--- config.mk ---
export PLATFORM = sky130hd
export DESIGN_NAME = mmmw_ctrl
export DESIGN_NICKNAME = d
export VERILOG_FILES = /design/src/hdl/mmmw_pkg.sv /design/src/hdl/mmmw_ctrl.sv
export SDC_FILE = /design/constraint.sdc
export NUM_CORES = 1
export LEC_CHECK = 0
export ABC_AREA = 0
export BUFFER_PORTS_ARGS = -buffer_cell sky130_fd_sc_hd__buf_2
export CAP_MARGIN = 20
export CORE_UTILIZATION = 25
export CTS_CLUSTER_SIZE = 40
export DETAILED_ROUTE_END_ITERATION = 12
export PLACE_DENSITY = 0.49
export SETUP_SLACK_MARGIN = 0.5
export SLEW_MARGIN = 20
export SYNTH_ARGS = -nofsm -noshare
export SYNTH_HDL_FRONTEND = slang
export SYNTH_SLANG_ARGS = --single-unit
--- constraint.sdc ---
create_clock -name i_clk -period 2.1 [get_ports i_clk]
set_clock_uncertainty 0.2 [all_clocks]
set_input_delay 0.21 -clock i_clk [delete_from_list [all_inputs] [get_ports i_clk]]
set_output_delay 0.21 -clock i_clk [all_outputs]
set_load 0.05 [all_outputs]
--- src/hdl/mmmw_pkg.sv ---
`timescale 1ns / 1ps

package mmmw_pkg;

    localparam int LOAD_W = 17;

    localparam logic [1:0] REQ_STEP      = 2'd0;
    localparam logic [1:0] REQ_LOAD_CELL = 2'd1;
    localparam logic [1:0] REQ_LOAD_MOVE = 2'd2;

    localparam logic [1:0] KIND_STEP   = 2'd0;
    localparam logic [1:0] KIND_SAMPLE = 2'd1;
    localparam logic [1:0] KIND_DONE   = 2'd2;

    localparam logic [1:0] CFG_CELL_COUNT    = 2'd0;
    localparam logic [1:0] CFG_BURN_STEPS    = 2'd1;
    localparam logic [1:0] CFG_THIN_INTERVAL = 2'd2;
    localparam logic [1:0] CFG_SAMPLE_LIMIT  = 2'd3;

    typedef struct packed {
        logic load_cell;
        logic load_move;
        logic start;
        logic report_done;
        logic issue;
        logic check;
        logic commit;
        logic restart;
        logic update;
        logic emit_first;
        logic emit_next;
    } t_dp_cmd;

    typedef struct packed {
        logic [1:0] req_type;
        logic       burn_active;
        logic       chain_done;
        logic       emit_due;
        logic       issue_done;
        logic       pipe_busy;
        logic       fail;
        logic       last_cell;
    } t_dp_sts;

endpackage

--- src/hdl/mmmw_ctrl.sv ---
`timescale 1ns / 1ps

module mmmw_ctrl (
    input  logic              i_clk,
    input  logic              i_rst_n,
    input  logic              i_s_tvalid,
    output logic              o_s_tready,
    output logic              o_m_tvalid,
    input  logic              i_m_tready,
    input  mmmw_pkg::t_dp_sts i_sts,
    output mmmw_pkg::t_dp_cmd o_cmd
);

    import mmmw_pkg::*;

    typedef enum logic [5:0] {
        ST_IDLE   = 6'b000001,
        ST_CHECK  = 6'b000010,
        ST_COMMIT = 6'b000100,
        ST_UPDATE = 6'b001000,
        ST_REPORT = 6'b010000,
        ST_EMIT   = 6'b100000
    } t_state;

    t_state r_state;
    t_state n_state;

    always_ff @(posedge i_clk) begin
        if (!i_rst_n) begin
            r_state <= ST_IDLE;
        end else begin
            r_state <= n_state;
        end
    end

    always_comb begin
        n_state    = r_state;
        o_cmd      = '0;
        o_s_tready = 1'b0;
        o_m_tvalid = 1'b0;
        unique case (r_state)
            ST_IDLE: begin
                o_s_tready = 1'b1;
                if (i_s_tvalid) begin
                    unique case (i_sts.req_type)
                        REQ_LOAD_CELL: begin
                            o_cmd.load_cell = 1'b1;
                        end
                        REQ_LOAD_MOVE: begin
                            o_cmd.load_move = 1'b1;
                        end
                        REQ_STEP: begin
                            o_cmd.start = 1'b1;
                            if (!i_sts.burn_active && i_sts.chain_done) begin
                                o_cmd.report_done = 1'b1;
                                n_state           = ST_REPORT;
                            end else begin
                                n_state = ST_CHECK;
                            end
                        end
                        default: begin
                        end
                    endcase
                end
            end
            ST_CHECK: begin
                o_cmd.check = 1'b1;
                if (!i_sts.issue_done && !i_sts.fail) begin
                    o_cmd.issue = 1'b1;
                end else if (!i_sts.pipe_busy) begin
                    if (i_sts.fail) begin
                        n_state = ST_UPDATE;
                    end else begin
                        o_cmd.restart = 1'b1;
                        n_state       = ST_COMMIT;
                    end
                end
            end
            ST_COMMIT: begin
                o_cmd.commit = 1'b1;
                if (!i_sts.issue_done) begin
                    o_cmd.issue = 1'b1;
                end else if (!i_sts.pipe_busy) begin
                    n_state = ST_UPDATE;
                end
            end
            ST_UPDATE: begin
                o_cmd.update = 1'b1;
                if (!i_sts.burn_active && i_sts.emit_due) begin
                    o_cmd.emit_first = 1'b1;
                    n_state          = ST_EMIT;
                end else begin
                    n_state = ST_REPORT;
                end
            end
            ST_REPORT: begin
                o_m_tvalid = 1'b1;
                if (i_m_tready) begin
                    n_state = ST_IDLE;
                end
            end
            ST_EMIT: begin
                o_m_tvalid = 1'b1;
                if (i_m_tready) begin
                    if (i_sts.last_cell) begin
                        n_state = ST_IDLE;
                    end else begin
                        o_cmd.emit_next = 1'b1;
                    end
                end
            end
            default: begin
                n_state = ST_IDLE;
            end
        endcase
    end

endmodule

==> results of run 1 <==
==> worst max-delay path by stage <==
stage | start | to | slack, ns | cells after the start
2_1_floorplan | r_state[3] | r_state[0] | -0.11 | 5
3_3_place_gp | r_state[3] | r_state[0] | 0.06 | 5
3_5_place_dp | r_state[4] | r_state[0] | 0.1 | 5
4_1_cts | r_state[3] | o_cmd[6] | 0.12 | 3
5_1_grt | r_state[3] | o_cmd[6] | 0.07 | 3
6_report | r_state[3] | o_cmd[6] | 0.11 | 3
==> metal layers <==
metal,up-vias,routed length (microns)
met2,14,736
met4,0,48
met5,-,0
li1,299,-
met1,260,680
met3,5,31
==> where the power goes <==
group	switching (mW)	total, mW	internal [mW]
registers	0.0484	0.195	0.147
logic	0.471	0.867	0.396
clock network	0.0490	0.114	0.0651
total	0.568	1.18	0.607
==> tightest hold or removal path, delay by kind of cell <==
family	cells	cell delay, ns
AO/OA/AOI/OAI	1	0.05
buffers and inverters	1	0.15
AND/OR/NAND/NOR	1	0.07
==> timing repair <==
item                       4_1_cts  5_1_grt
setup endpoints to repair       19       19
resized for setup               40        9
pin swaps                        7        5
buffers inserted                 4        2
==> cell type report <==
| cell class | count | share of cell area |
|---|---|---|
| Inverter | 4 | 0.02008 |
| Clock buffer | 3 | 0.02410 |
| Tap cell | 25 | 0.03347 |
| Multi-Input combinational cell | 53 | 0.4806 |
| Sequential cell | 6 | 0.1406 |
| Timing Repair Buffer | 32 | 0.3012 |
==> cells in the final DEF (no fill, tap or decap), drive strengths merged, types with 2 or more instances in the layout <==
master	Yosys	final
nor4	2	2
nor2b	2	2
nor3b	2	2
dfxtp	6	6
buf	1	32
nor3	4	4
o21ai	2	2
nand2b	5	5
nor2	8	8
clkbuf	0	3
inv	4	3
nand3	3	3
and3	2	2
nand2	7	7
a21oi	3	3
==> per-stage QoR <==
stage          total power [mW]  setup slack [ns]  setup TNS (ns)  utilization  area, sq um
3_5_place_dp             0.7951           0.09948               0       0.4029        703.2
2_1_floorplan            0.6611           -0.1118         -0.3353            -        543.0
4_1_cts                   1.059            0.1217               0       0.5054        882.1
6_report                  1.176            0.1139               0       0.5355        934.6
3_3_place_gp             0.8048           0.06393               0       0.4029        703.2
5_1_grt                   1.244           0.07322               0       0.5355        934.6
==> kinds of logic after synthesis <==
logic type | after synthesis | share of synthesized area
flip-flops | 6 | 0.2553
AO/OA/AOI/OAI | 12 | 0.2207
AND/OR/NAND/NOR | 40 | 0.4628
multiplexers | 1 | 0.02128
buffers and inverters | 5 | 0.03988
==> impl_results.md, run 1 <==
* CP Cell Sequence: or4_4 > a211oi_4 > buf_6
* GRT met3 Usage at 0.02381
* FILL cells at 154
* Power per Cell Area at roughly 1300 mW/mm^2
* Max reg flops at 6
* Final Max Slew Viols at 0
* Area share of the largest cell type after synthesis at 0.2553
* Biggest regs: r_state: 6 flops
* CTS buffer count at 3
* Largest net degree at the start of global routing at 9
* Die Wd at 45.38 microns
* Crit-path max FO at 3
* CP max stage delay at ~0.57 ns
* Clock Path Buffers at 2
* Slew margin rel. at 0.8073
* Antenna Diode Count at 0
* Fin cells at 123
* Post-synthesis sequential element count at 6
* # setup viols final at 0
* Sequential share of the synthesized area at 0.2553
* Cell accounting for the most synthesized area: dfxtp_1
* YS warnings at 0
* Total GRT Usage at 0.1572
* FF-to-FF setup slack at roughly 0.14 ns
* Post-route ant nets at 0
* Share of cells above drive strength 1 at 0.6224
* Met2 Usage GRT at 0.2486
* Buffers on Ports at 25
* Crit path buf inv count at 1
* Clock transition at the registers of the reported paths at ~0.05 ns
* Slowest-stage cell, CP: or4_4
* Synthesized Nets at 77
* Leakage at 0.3957 nW
* Drc violations at 0
* Dpl hpwl at 993.1 microns
* Min-delay src: i_rst_n
* Worst Reg-to-Reg Cells at 5
* Height of the die at 45.38 microns
* Vias at 578
* Gr busiest metal: met2
* Syn_area_per_cell at 7.351 sq um
* Multi-input logic area at 449.2 sq um
* Full die area at 0.002059 sq mm
* Worst skew pair latency at 0.26 ns
* Arrival @ worst endpoint at 1.58 ns
* DRT iter0 DRCs at 9
* Synth top cells by count: 7 x nand2_1, 7 x nor2_1, 6 x dfxtp_1, 5 x nand2b_1
* Htree depth at 1
* WHS at 0.05697 ns
* Crit Path Class: reg -> out
* Clock sinks at 6
* Gr ovfl total at 0
* Sequential Area at 131.4 sq um
* EDFF count, synth at 0
* First-pass GRT wire length at 2283 microns
* Max Freq at 503.5 MHz
* R2R Path Start: r_state[3]
* Mapped Area at 470.5 sq um
* Cell variety after synth at 28
* GPL Wtd Cong at 0.7580
* Worst hold-check path type: in -> reg
* Syn-to-layout area delta at 98.67%
* Hold Vio Cnt, Final at 0
* Root Buffer: clkbuf_4
* Nets@finish at 113
* Hold Path End: r_state[5]
* Worst VDD drop at approximately 0.57 mV
* Core region area at 0.001745 sq mm
* Period utilization at 0.9458
* Fin crit period at 1.986 ns
* # IOs at 26
* Starting Density at 0.2695
* Met1 Use GR at 0.1937
* Worst Tran Pin Value at 0.2884 ns
* Avg Vias per Cell at 4.699
* CP delay by family, top: simple AND/OR/NAND/NOR gates
* Worst Path Required at ~1.7 ns
* R2R Path End: r_state[0]
* Hold Crit Depth at 3
* Vias in the first global route at 535
* Setup crit start kind: register
* Routed WL at 1497 microns
* Synth Flop Type: dfxtp_1
* Drt pass-1 iters at 4
* Setup crit end kind: output port
* Initial antenna violation count at 0
* Cells after Synth at 64
* RSZ-0062 raised after global routing: true
* Placed Cells incl. Taps at 114
* Max-Cap Viols at 0
* Most flops, register: r_state
* WL per Instance at 12.17 microns
* TritonCTS clock tree: yes
* FFs w/ async S/R, synth at 0
* Site row count at 15
* Run status: finished, final reports clean
* Largest cells by area after synthesis: dfxtp_1 26%, nand2b_1 6.6%, nand2_1 5.6%, nor2_1 5.6%, a211oi_4 4.3%
* Hold_buf cts at 0
Note: power is estimated with default switching activity, not from simulation.
==> inputs of run 2 (changes only) <==
--- a/config.mk
+++ b/config.mk
@@ -8,10 +8,12 @@
 export ABC_AREA = 0
 export BUFFER_PORTS_ARGS = -buffer_cell sky130_fd_sc_hd__buf_2
 export CAP_MARGIN = 20
-export CORE_UTILIZATION = 25
+export CORE_AREA = 2 2 39 41
+export CTS_CLUSTER_DIAMETER = 100
 export CTS_CLUSTER_SIZE = 40
 export DETAILED_ROUTE_END_ITERATION = 12
-export PLACE_DENSITY = 0.49
+export DIE_AREA = 0 0 41 43
+export PLACE_DENSITY_LB_ADDON = 0.3
 export SETUP_SLACK_MARGIN = 0.5
 export SLEW_MARGIN = 20
 export SYNTH_ARGS = -nofsm -noshare
==> impl_results.md, run 2 (synthesis gave the netlist of run 1 again) <==
* Setup crit start kind: register
* Clock transition at the registers of the reported paths at 0.05 ns
* Drt pass-1 iters at 4
* Clock sinks at 6
* Vias in the first global route at 535
* Starting Density at 0.3400
* Sequential fraction of design power at 0.192
* Post-route cell area at 860.8 sq um
* Nets@finish at 112
* Max-Cap Viols at 0
* Site row count at 14
* Worst skew pair latency at 0.25 ns
* Gr ovfl total at 0
* Worst hold-check path type: in -> reg
* Clock Path Buffers at 2
* Clock power frac at 0.104
* Power per Cell Area at roughly 1200 mW/mm^2
* Most frequent cells in the layout: 12 x buf_2, 9 x buf_4, 8 x buf_6, 6 x nor2_1, 6 x nand2_1
* First-pass GRT wire length at roughly 2200 microns
* R2R Path Start: r_state[3]
* Most flops, register: r_state
* Commonest non-fill, non-tap cell in the layout: buf_2
* Total GRT Usage at 0.1799
* Min-delay src: i_rst_n
* Full die area at 0.001763 sq mm
* WL per Instance at 12.29 microns
* DP Area at 691.9 sq um
* Routed WL at 1389 microns
* Arrival @ worst endpoint at 1.59 ns
* CTS buffer count at 3
* Worst Path Required at 1.69 ns
* FF-to-FF setup slack at ~0.13 ns
* Sw power at about 520 uW
* GPL Wtd Cong at 0.7923
* Drc violations at 0
* Largest net degree at the start of global routing at 9
* Hold Vio Cnt, Final at 0
* Switch share at 0.4819
* FILL cells at 125
* Leakage at 0.3748 nW
* Worst Tran Pin Value at 0.2630 ns
* Root Buffer: clkbuf_4
* Max Freq at 500.8 MHz
* Max reg flops at 6
* Syn-to-layout area delta at 82.98%
* Period utilization at 0.9509
* Core region area at 0.001384 sq mm
* Htree depth at 1
* Die Wd at 41 microns
* Setup crit end kind: output port
* Share of cells above drive strength 1 at 0.5979
* RSZ-0062 raised after global routing: true
* Combinational power share at 0.703
* Avg Vias per Cell at around 5.0
* Run status: finished, final reports clean
* # setup viols final at 0
* Height of the die at 43 microns
* DRT iter0 DRCs at 6
* Hold Crit Depth at 2
* Worst Reg-to-Reg Cells at 5
* Buffers on Ports at 25
* Dpl hpwl at 1033 microns
* Worst VDD drop at about 0.8 mV
* Crit-path max FO at 4
* Final Max Slew Viols at 0
* Fin crit period at 1.997 ns
* Hold_buf cts at 0
* Pint at 554.0 uW
* R2R Path End: r_state[0]
* Antenna Diode Count at 0
* Post-route ant nets at 0
* Biggest regs: r_state: 6 flops
* Core Util, Final at 0.6221
* TritonCTS clock tree: yes
* Hold Path End: r_state[4]
* Slew margin rel. at 0.8244
* Vias at 568
* Crit Path Class: reg -> out
* Initial antenna violation count at 0
* # IOs at 26
## run 2: final cells by class
cell class	instances	area [sq um]	area share
tap	16	20.02	0.02326
sequential	6	128.9	0.1497
timing repair buffer	31	247.7	0.2878
inverter	4	18.77	0.02180
multi-input combinational	53	422.9	0.4913
clock buffer	3	22.52	0.02616
## run 2: worst max-delay path, cell delays in order, from the launching register on
cell and delay, ns:
dfxtp_2 0.34, or4_4 0.58, a211oi_4 0.22, buf_6 0.20
## run 2: metal layers
layer / GRT usage / wire length, microns / vias to the layer above
li1: - / - / 297
met1: 0.2323 / 617 / 255
met2: 0.2781 / 701 / 12
met3: 0.03141 / 43 / 4
met4: 0.08000 / 26 / 0
met5: 0 / 0 / -
## run 2: worst max path at each step
stage,start,endpoint,slack (ns),cells after the start
4_1_cts,r_state[3],o_cmd[6],0.11,3
5_1_grt,r_state[3],o_cmd[6],0.07,3
2_1_floorplan,r_state[3],r_state[0],-0.11,5
3_3_place_gp,r_state[3],r_state[0],0.08,5
3_5_place_dp,r_state[3],r_state[0],0.09,5
6_report,r_state[3],o_cmd[6],0.10,3
## run 2: metrics by stage
stage | std cells | setup WS (ns) | power (mW) | setup TNS, ns | hold WS (ns)
floorplan | 64 | -0.1118 | 0.6611 | -0.3353 | 0.1997
global placement | 105 | 0.08442 | 0.7923 | 0 | 0.3096
detailed placement | 105 | 0.09469 | 0.7938 | 0 | 0.3155
CTS | 112 | 0.1086 | 1.046 | 0 | 0.05575
global route | 113 | 0.06815 | 1.134 | 0 | 0.07987
finish | 113 | 0.1031 | 1.069 | 0 | 0.05574
## run 2: what timing repair did
action                                  4_1_cts  5_1_grt
pin swaps                                     2        3
cloned                                        0        0
setup buffers                                 4        1
endpoints found under the setup margin       19       19
gates resized for setup                      33        3
## run 2: power groups by stage
stage               registers [mW]  clock network [mW]  logic [mW]
floorplan                    0.176                   0       0.485
global placement             0.184                   0       0.608
detailed placement           0.185                   0       0.609
CTS                          0.190               0.114       0.743
global route                 0.209               0.120       0.805
finish                       0.206               0.111       0.752
==> inputs of run 3 (changes only) <==
--- a/config.mk
+++ b/config.mk
@@ -7,13 +7,14 @@
 export LEC_CHECK = 0
 export ABC_AREA = 0
 export BUFFER_PORTS_ARGS = -buffer_cell sky130_fd_sc_hd__buf_2
-export CAP_MARGIN = 20
+export CAP_MARGIN = 30
 export CORE_AREA = 2 2 39 41
 export CTS_CLUSTER_DIAMETER = 100
 export CTS_CLUSTER_SIZE = 40
 export DETAILED_ROUTE_END_ITERATION = 12
 export DIE_AREA = 0 0 41 43
 export PLACE_DENSITY_LB_ADDON = 0.3
+export RECOVER_POWER = 25
 export SETUP_SLACK_MARGIN = 0.5
 export SLEW_MARGIN = 20
 export SYNTH_ARGS = -nofsm -noshare
==> constraint.sdc (replaced) <==
create_clock -name i_clk -period 2.1 [get_ports i_clk]
set_clock_uncertainty 0.2 [all_clocks]
set_input_delay 0.42 -clock i_clk [delete_from_list [all_inputs] [get_ports i_clk]]
set_output_delay 0.42 -clock i_clk [all_outputs]
set_load 0.05 [all_outputs]
==> impl_results.md, run 3 (synthesis gave the netlist of run 1 again) <==
* Crit path from: r_state[4]
* Met2 Wirelength at 716 microns
* Worst setup margin at -0.07654 ns
* Clock transition at the registers of the reported paths at approximately 0.050 ns
* Max Freq at around 460 MHz
* TritonCTS clock tree: yes
* Hold_buf cts at 0
* Crit path buf inv count at 1
* Most flops, register: r_state
* Min-delay src: i_rst_n
* WL per Instance at 11.69 microns
* Htree depth at 1
* DRT iter0 DRCs at 8
* Clock sinks at 6
* Hold Vio Cnt, Final at 0
* Drt pass-1 iters at 2
* WHS at 0.2685 ns
* Slew margin rel. at 0.8183
* Largest net degree at the start of global routing at 9
* Setup Total Neg Slack at -0.07686 ns
* Leakage at slightly above 0.4 nW
* Top layer in use: met3
* Share of cells above drive strength 1 at 0.6337
* Post-route ant nets at 0
* FILL cells at 110
* CP max stage delay at 0.57 ns
* Gr ovfl total at 0
* # IOs at 26
* CP Cell Sequence: or4_4 > a211oi_4 > buf_6
* Height of the die at 43 microns
* DP Area at around 710 sq um
* Post-route cell area at 932.1 sq um
* Syn-to-layout area delta at 98.14%
* Most frequent cells in the layout: 12 x buf_2, 11 x buf_6, 10 x buf_4, 6 x nand2_1, 5 x nor2_1
* Avg Vias per Cell at 5.034
* Crit Path Class: reg -> out
* Placed Cells incl. Taps at 106
* Site row count at 14
* Initial antenna violation count at 0
* Core Util, Final at 0.6736
* Violated checks: negative setup slack
* Root Buffer: clkbuf_4
* Fin crit period at 2.177 ns
* Worst Path Required at 1.48 ns
* Max-Cap Viols at 0
* Buffers on Ports at 25
* Multi-input logic area at around 450 sq um
* Arrival @ worst endpoint at 1.56 ns
* Overall Power at 1.211 mW
* RSZ-0062 raised after global routing: true
* Setup crit end kind: output port
* # setup viols final at 2
* Total GRT Usage at 0.1704
* CTS buffer count at 3
* WL met3 at 61 microns
* Worst hold-check path type: in -> reg
* Sequential Area at 127.6 sq um
* Run status: finished with violations
* Nets@finish at 116
* Setup crit start kind: register
* Starting Density at 0.3400
* R2R Path Start: r_state[4]
* Power per Cell Area at ~1300 mW/mm^2
* Final Max Slew Viols at 0
* Worst Tran Pin Value at 0.2705 ns
* Core region area at 0.001384 sq mm
* Slowest-stage cell, CP: or4_4
* Antenna Diode Count at 0
* DRT met1 WL at about 590 microns
* Dpl ws at 0.04737 ns
* Worst skew pair latency at 0.24 ns
* Dpl hpwl at 1001 microns
* Die Wd at a little over 40 microns
* Biggest regs: r_state: 6 flops
* Full die area at about 0.0018 sq mm
* GPL Wtd Cong at roughly 0.74
* Vias in the first global route at 560
* Clock Path Buffers at 2
* CP delay by family, top: simple AND/OR/NAND/NOR gates
* Commonest non-fill, non-tap cell in the layout: buf_2
* Fin cells at between 100 and 150
* Vias at 589
* Worst VDD drop at 0.7190 mV
* Period utilization at 1.036
* First-pass GRT wire length at 2166 microns
* Crit-path max FO at 6
* Routed WL at 1368 microns
* Max reg flops at 6
* Drc violations at 0
run 3: metal layers:
layer,vias up,track usage
met5,-,0
met4,0,0.02000
met3,0,0.04712
met2,13,0.2625
met1,273,0.2378
li1,303,-
run 3: final timing paths:
check	cells after the start	slack [ns]	end
setup / recovery	3	-0.08	o_cmd[6]
hold / removal	2	0.27	r_state[4]
setup reg to reg	6	0.06	r_state[0]
hold reg to reg	2	0.32	r_state[1]
run 3: what timing repair did:
action,CTS,global route
pin swaps,6,3
setup endpoints to repair,19,19
setup buffers,5,3
resized for setup,35,7
run 3: report_power, final:
group	switching (mW)	leakage, nW	internal (mW)	total (mW)
registers	0.0439	0.0502	0.150	0.194
clock network	0.0389	0.0138	0.0644	0.103
logic	0.474	0.351	0.439	0.913
total	0.557	0.415	0.654	1.21
run 3: worst register-to-register path: stages (launching register included):
cell and delay (ns):
dfxtp_2 0.34, or4_4 0.57, a211oi_4 0.21, buf_4 0.14
a21o_2 0.11, nor2_2 0.07, a221o_1 0.29
run 3: final cells by class:
cell class              instances  share of cell area
multi-input cells              53              0.4872
repair buffers                 35              0.3101
flip-flops and latches          6              0.1369
clock buffers                   3             0.02416
well taps                      16             0.02148
inverters                       4             0.02013
